### config.mk
export PLATFORM = sky130hd
export DESIGN_NAME = wildcard_pattern_matcher
export DESIGN_NICKNAME = d
export VERILOG_FILES = /design/src/rtl/wpm_pkg.sv /design/src/rtl/wpm_pattern_store.sv /design/src/rtl/wpm_active_set.sv /design/src/rtl/wildcard_pattern_matcher.sv
export SDC_FILE = /design/constraint.sdc
export NUM_CORES = 2
export LEC_CHECK = 0
export BUFFER_PORTS_ARGS = -buffer_cell sky130_fd_sc_hd__buf_2
export CORE_AREA = 2 2 374 228
export DETAILED_ROUTE_END_ITERATION = 8
export DIE_AREA = 0 0 376 230
export PLACE_DENSITY_LB_ADDON = 0.25
export RECOVER_POWER = 50
export SYNTH_ARGS = -nofsm -noshare
export SYNTH_HDL_FRONTEND = slang
export SYNTH_SLANG_ARGS = --single-unit
### constraint.sdc
create_clock -name clk -period 11.8 [get_ports clk]
set_input_delay 1.77 -clock clk [delete_from_list [all_inputs] [get_ports clk]]
set_output_delay 1.77 -clock clk [all_outputs]
set_load 0.03 [all_outputs]
### src/rtl/wpm_pkg.sv
// Shared types, constants and helpers of the wildcard pattern matcher.
package wpm_pkg;

  localparam int PAT_MAX = 64;
  localparam int LEN_W   = $clog2(PAT_MAX + 1);
  localparam int IDX_W   = (PAT_MAX > 1) ? $clog2(PAT_MAX) : 1;
  localparam int ACT_W   = PAT_MAX + 1;
  localparam int LVLS    = (ACT_W > 1) ? $clog2(ACT_W) : 1;

  localparam logic [7:0] CHAR_STAR  = 8'h2A;
  localparam logic [7:0] CHAR_QMARK = 8'h3F;
  localparam logic [7:0] CHAR_UA    = 8'h41;
  localparam logic [7:0] CHAR_UZ    = 8'h5A;
  localparam logic [7:0] CASE_DIFF  = 8'h20;

  typedef enum logic [1:0] {
    OP_PATTERN = 2'd0,
    OP_TEXT    = 2'd1,
    OP_END     = 2'd2,
    OP_NONE    = 2'd3
  } opcode_t;

  typedef struct packed {
    opcode_t    opcode;
    logic [7:0] char_code;
    logic       new_pattern;
  } in_t;

  typedef struct packed {
    logic matched;
    logic pattern_overflow;
  } out_t;

  typedef struct packed {
    logic [LEN_W-1:0]          len;
    logic                      ovf;
    logic [PAT_MAX-1:0][7:0]   bytes;
  } pat_t;

  typedef struct packed {
    logic       wr;
    logic       fresh;
    logic [7:0] ch;
  } pat_ctl_t;

  typedef struct packed {
    logic       restart;
    logic       step;
    logic [7:0] ch;
  } act_ctl_t;

  function automatic logic [7:0] fold_byte(input logic [7:0] c, input logic en);
    logic [7:0] r;
    r = c;
    if (en && c >= CHAR_UA && c <= CHAR_UZ) begin
      r = c + CASE_DIFF;
    end
    return r;
  endfunction

endpackage

### src/rtl/wpm_pattern_store.sv
// Pattern byte storage, pattern length and overflow flag.
module wpm_pattern_store (
  input  logic              clk,
  input  logic              rst,
  input  wpm_pkg::pat_ctl_t ctl,
  output wpm_pkg::pat_t     pat
);

  logic [wpm_pkg::LEN_W-1:0]        len;
  logic                             ovf;
  logic [wpm_pkg::PAT_MAX-1:0][7:0] bytes;
  logic [wpm_pkg::LEN_W-1:0]        len_base;
  logic                             room;

  always_comb begin
    len_base = ctl.fresh ? '0 : len;
    room     = len_base < wpm_pkg::LEN_W'(wpm_pkg::PAT_MAX);
  end

  always_ff @(posedge clk) begin
    if (rst) begin
      len <= '0;
      ovf <= 1'b0;
    end else if (ctl.wr) begin
      if (room) begin
        len <= len_base + wpm_pkg::LEN_W'(1);
        ovf <= ctl.fresh ? 1'b0 : ovf;
      end else begin
        len <= len_base;
        ovf <= 1'b1;
      end
    end
  end

  always_ff @(posedge clk) begin
    if (ctl.wr && room) begin
      bytes[len_base[wpm_pkg::IDX_W-1:0]] <= ctl.ch;
    end
  end

  assign pat.len   = len;
  assign pat.ovf   = ovf;
  assign pat.bytes = bytes;

endmodule

### src/rtl/wpm_active_set.sv
// Active position set with star closure and per-byte advance.
module wpm_active_set (
  input  logic              clk,
  input  logic              rst,
  input  logic              fold,
  input  wpm_pkg::pat_t     pat,
  input  wpm_pkg::act_ctl_t ctl,
  output logic              matched
);

  logic [wpm_pkg::ACT_W-1:0]   raw;
  logic [wpm_pkg::ACT_W-1:0]   raw_next;
  logic [wpm_pkg::ACT_W-1:0]   closed;
  logic [wpm_pkg::ACT_W-1:0]   prop;
  logic [wpm_pkg::ACT_W-1:0]   pg;
  logic [wpm_pkg::PAT_MAX-1:0] star;
  logic [wpm_pkg::PAT_MAX-1:0] hit;
  logic [7:0]                  tc;

  always_comb begin
    tc = wpm_pkg::fold_byte(ctl.ch, fold);
    for (int i = 0; i < wpm_pkg::PAT_MAX; i++) begin
      star[i] = (wpm_pkg::LEN_W'(i) < pat.len) && (pat.bytes[i] == wpm_pkg::CHAR_STAR);
      hit[i]  = (wpm_pkg::LEN_W'(i) < pat.len) && !star[i] &&
                ((pat.bytes[i] == wpm_pkg::CHAR_QMARK) ||
                 (wpm_pkg::fold_byte(pat.bytes[i], fold) == tc));
    end
  end

  // segmented prefix OR: a position inherits activity across a run of stars
  always_comb begin
    closed = raw;
    pg     = {star, 1'b0};
    for (int l = 0; l < wpm_pkg::LVLS; l++) begin
      closed = closed | (pg & (closed << (1 << l)));
      pg     = pg & (pg << (1 << l));
    end
    prop = {star, 1'b0};
  end

  always_comb begin
    raw_next = {1'b0, closed[wpm_pkg::PAT_MAX-1:0] & star} |
               {closed[wpm_pkg::PAT_MAX-1:0] & hit & ~prop[wpm_pkg::PAT_MAX:1], 1'b0};
  end

  always_ff @(posedge clk) begin
    if (rst) begin
      raw <= wpm_pkg::ACT_W'(1);
    end else if (ctl.restart) begin
      raw <= wpm_pkg::ACT_W'(1);
    end else if (ctl.step) begin
      raw <= raw_next;
    end
  end

  assign matched = closed[pat.len] && !pat.ovf;

endmodule

### src/rtl/wildcard_pattern_matcher.sv
// Top level of the wildcard pattern matcher: input and result registers.
//
//   channel | direction | handshake          | payload
//   in      | input     | in_valid/in_stall  | in_data (opcode, char_code, new_pattern)
//   out     | output    | out_valid/out_stall| out_data (matched, pattern_overflow)
//   cfg     | input     | cfg_wr_en          | cfg_wr_data (fold_case)
//
// One transaction per cycle while in_stall is low; an end-of-text transaction passes
// through the input register, then its result is captured in the result register.
// The active-set update and its star closure are combinational.
// Reset is synchronous; no clearing pass.
// An end-of-text transaction waits in the input register while the result
// register is full and stalled; other transactions keep flowing.
module wildcard_pattern_matcher (
  input  logic          clk,
  input  logic          rst,
  input  logic          in_valid,
  output logic          in_stall,
  input  wpm_pkg::in_t  in_data,
  output logic          out_valid,
  input  logic          out_stall,
  output wpm_pkg::out_t out_data,
  input  logic          cfg_wr_en,
  input  logic          cfg_wr_data
);

  logic              in_q_valid;
  wpm_pkg::in_t      in_q;
  logic              fold;
  logic              eot_q;
  logic              adv;
  logic              matched;
  wpm_pkg::pat_t     pat;
  wpm_pkg::pat_ctl_t pat_ctl;
  wpm_pkg::act_ctl_t act_ctl;

  always_comb begin
    eot_q    = in_q.opcode == wpm_pkg::OP_END;
    in_stall = in_q_valid && eot_q && out_valid && out_stall;
    adv      = in_q_valid && !in_stall;

    pat_ctl.wr    = adv && (in_q.opcode == wpm_pkg::OP_PATTERN);
    pat_ctl.fresh = in_q.new_pattern;
    pat_ctl.ch    = in_q.char_code;

    act_ctl.restart = adv && ((in_q.opcode == wpm_pkg::OP_PATTERN) ||
                              (in_q.opcode == wpm_pkg::OP_END));
    act_ctl.step    = adv && (in_q.opcode == wpm_pkg::OP_TEXT);
    act_ctl.ch      = in_q.char_code;
  end

  always_ff @(posedge clk) begin
    if (rst) begin
      fold <= 1'b0;
    end else if (cfg_wr_en) begin
      fold <= cfg_wr_data;
    end
  end

  always_ff @(posedge clk) begin
    if (rst) begin
      in_q_valid <= 1'b0;
    end else if (!in_stall) begin
      in_q_valid <= in_valid;
    end
  end

  always_ff @(posedge clk) begin
    if (!in_stall && in_valid) begin
      in_q <= in_data;
    end
  end

  always_ff @(posedge clk) begin
    if (rst) begin
      out_valid <= 1'b0;
    end else if (adv && eot_q) begin
      out_valid <= 1'b1;
    end else if (!out_stall) begin
      out_valid <= 1'b0;
    end
  end

  always_ff @(posedge clk) begin
    if (adv && eot_q) begin
      out_data.matched          <= matched;
      out_data.pattern_overflow <= pat.ovf;
    end
  end

  wpm_pattern_store u_store (
    .clk (clk),
    .rst (rst),
    .ctl (pat_ctl),
    .pat (pat)
  );

  wpm_active_set u_active (
    .clk     (clk),
    .rst     (rst),
    .fold    (fold),
    .pat     (pat),
    .ctl     (act_ctl),
    .matched (matched)
  );

`ifndef NO_ASSERTIONS
  a_stall_only_eot: assert property (@(posedge clk) disable iff (rst)
    in_stall |-> in_q_valid && eot_q && out_valid)
    else $error("input held without a blocked end-of-text transaction");

  a_eot_result: assert property (@(posedge clk) disable iff (rst)
    adv && eot_q |=> out_valid)
    else $error("end-of-text transaction produced no result");

  a_ovf_no_match: assert property (@(posedge clk) disable iff (rst)
    out_valid && out_data.pattern_overflow |-> !out_data.matched)
    else $error("match reported on an overflowed pattern");

  a_ovf_full: assert property (@(posedge clk) disable iff (rst)
    pat.ovf |-> pat.len == wpm_pkg::LEN_W'(wpm_pkg::PAT_MAX))
    else $error("overflow flag set with pattern not full");
`endif

endmodule
==> metrics <==
outcome=complete, but fails checks; failing checks=max-capacitance violations, max-slew violations; Final Setup Violations=0; setup bufs post-CTS=0; top_reg_cell synth=edfxtp_1; WP buf/inv=3; #FFs+latches synth=roughly 600; hold buffers post-CTS=0; Setup Skew=slightly above 40 ps; post-route cell area=around 40,000 um2; Chip Width=approximately 380 um; GRT overflow=0; final net count=about 3,800; Post-Syn Area=between 30,000 and 40,000 um2; initial antenna violation count=4; cts bufs inserted=between 50 and 60; Post-Layout Cell Count=4,831; Async SR Flop Fraction=0; via count=between 30,000 and 40,000; final WL=roughly 120,000 um; post-layout minimum cycle time=7720 ps; Setup crit start kind=register; DRC Markers=0; Worst Path Arrival=8240 ps; CP max stage cell=clkbuf_1; routed wl met3=14,100 um; fraction of final layout cells with drive strength greater than 1=0.0605; largest net degree at the start of global routing=between 80 and 90; Hold Slack=~470 ps; hpwl dp=~82,000 um; WL/cell=about 25 um; Syn Area/Cell=10.0 um2; Mapped Cells=between 3,000 and 4,000; measured slew at the worst slew-check pin=4630 ps; CTS clk-pin slew, worst paths=approximately 70 ps; max-slew violations=about 850; Pre-antenna DRT Iters=6; RSZ-0062 raised after global routing=no; Cell Rows=just over 80; final estimated routing congestion in global placement=a little over 1; number of flops mapped to enable cells by yosys=~530; max cap viols=21; Worst-Skew Late Latency=roughly 670 ps; I/O pin total=21; placed cell count=4,717; met2 WL=~45,000 um; H-tree lvl count=2; Top Metal Used=met5; DIE AREA=86,500 um2; post-detailed-route count of antenna-violating nets=0; port bufs=20; Leak=roughly 12 nW; first-pass GRT wire length=about 180,000 um; Crit path largest cell delay=2450 ps; Setup Crit Path Kind=reg -> reg; Power Density=between 100 and 150 nW/um2; final hold viol count=0; crit-path cells=clkbuf_1 > clkbuf_1 > clkbuf_1 > xor2_1 > nor3_1 > nand4_1 > nor3_1 > a31oi_1 > o21ai_0 > a32oi_1 > a211oi_1; GRT Overall Usage=0.269; vias in the first global route=~28,000; Worst slew margin=-2.08; Max Fclk=between 100 and 150 MHz; CTS sink count=about 600; initial core utilization=0.446; crit-path max FO=48; DP Area=38,300 um2; clk buf depth=3; Syn Nets=around 3,800; post-synth cell types=between 100 and 150; initial detailed-routing violation count=~4,000; total negative setup slack=0 ps; die boundary height=approximately 230 um; CTS resizes=0; Crit. End Element=register; Worst Path Required=roughly 12,000 ps; Synth warnings=0; kind of cell adding the most delay to the critical path=buffers and inverters; clk root buf=clkbuf_16; met1 WL=just under 60,000 um; fin crit share=0.654; CTS tree=built; Crit path top cell by count=clkbuf_1; Seq/Total Area, Yosys=0.468; Hold Crit Class=reg -> reg; Final Util=0.483; Placeable Area=between 80,000 and 90,000 um2; Area Overhead vs Synth=8.24%; VDD IR max=130 uV; Via-to-Cell Ratio=approximately 6.3
## layout make-up
class | count | area [um2]
fillers | 7690 | 42900
clock inverters | 28 | 245
flip-flops and latches | 601 | 17300
repair buffers | 72 | 408
clock buffers | 83 | 1600
diodes | 3 | 7.51
multi-input cells | 2881 | 18800
well taps | 1092 | 1370
inverters | 71 | 267
## worst reg2reg max path, delay by kind of cell, from the launching register on
kind / cells / cell delay [ps]
buf+inv: 3 / 5310
xor+xnor: 1 / 270
flops: 1 / 320
simple gates: 3 / 740
compound gates: 4 / 970
## routing by layer
layer  up-vias  track usage
li1      14000            -
met1     14900        0.434
met2      1558        0.351
met3       144       0.0758
met4         2       0.0495
met5         -            0
## cells in the mapped netlist, drive strengths merged, types with 71 or more instances
cell type	number	area (um2)
nor4	75	494
xnor2	254	2220
xor2	243	2130
edfxtp	525	15800
o31ai	76	584
nand3	160	801
inv	71	267
dfxtp	76	1520
nor3	184	952
a21oi	259	1310
o21ai	135	679
nor2	417	1570
nand2	240	903
## registers in the layout, indices dropped and copies added, names as in the netlist
register and cells:
u_store.ovf 1, in_q_valid 1, u_store.len 7, out_valid 1, out_data 2, act_ctl 8
u_active.raw 65, fold 1, in_q 3, u_store.pat 512
## cell families (layout without fill, tap and decap cells)
family                     after synthesis  after routing  share of synthesized area
adders and majority gates               66             66                     0.0223
and+or+nand+nor                       1472           1472                      0.211
other                                    0              3                          0
xor gates and xnor gates               497            497                      0.118
muxes                                    8              8                    0.00318
buffers and inverters                  204            254                     0.0247
DFF                                    601            601                      0.468
AOI/OAI and AO/OA                      838            838                      0.154
## through the flow
step	total power, mW	worst slack, ps
2_1_floorplan	2.54	7820
3_3_place_gp	2.64	6450
3_5_place_dp	2.64	6410
4_1_cts	4.51	6400
5_1_grt	4.62	3740
6_report	4.49	4080
## path summary, 6_finish.rpt
kind / start / endpoint / slack [ps] / cells past startpoint
min reg2reg: u_active.raw[64] / u_active.raw[64] / 470 / 2
max: act_ctl[3] / u_active.raw[34] / 4080 / 11
max reg2reg: act_ctl[3] / u_active.raw[34] / 4080 / 11
min: u_active.raw[64] / u_active.raw[64] / 470 / 2
## where the power goes
part	internal [mW]	switching, mW	leakage (nW)
combinational	0.0840	0.186	5.96
sequential	2.32	0.0128	5.34
clock	1.03	0.858	0.901
## cell usage in the layout (no fill, tap or decap), types with 70 or more instances in the layout
master / count
a21oi_1: 257
dfxtp_1: 71
edfxtp_1: 525
inv_1: 70
nand2_1: 238
nand3_1: 160
nor2_1: 413
nor3_1: 177
o21ai_0: 131
o31ai_1: 75
xnor2_1: 254
xor2_1: 243
Power figures use the tool's default switching activity.
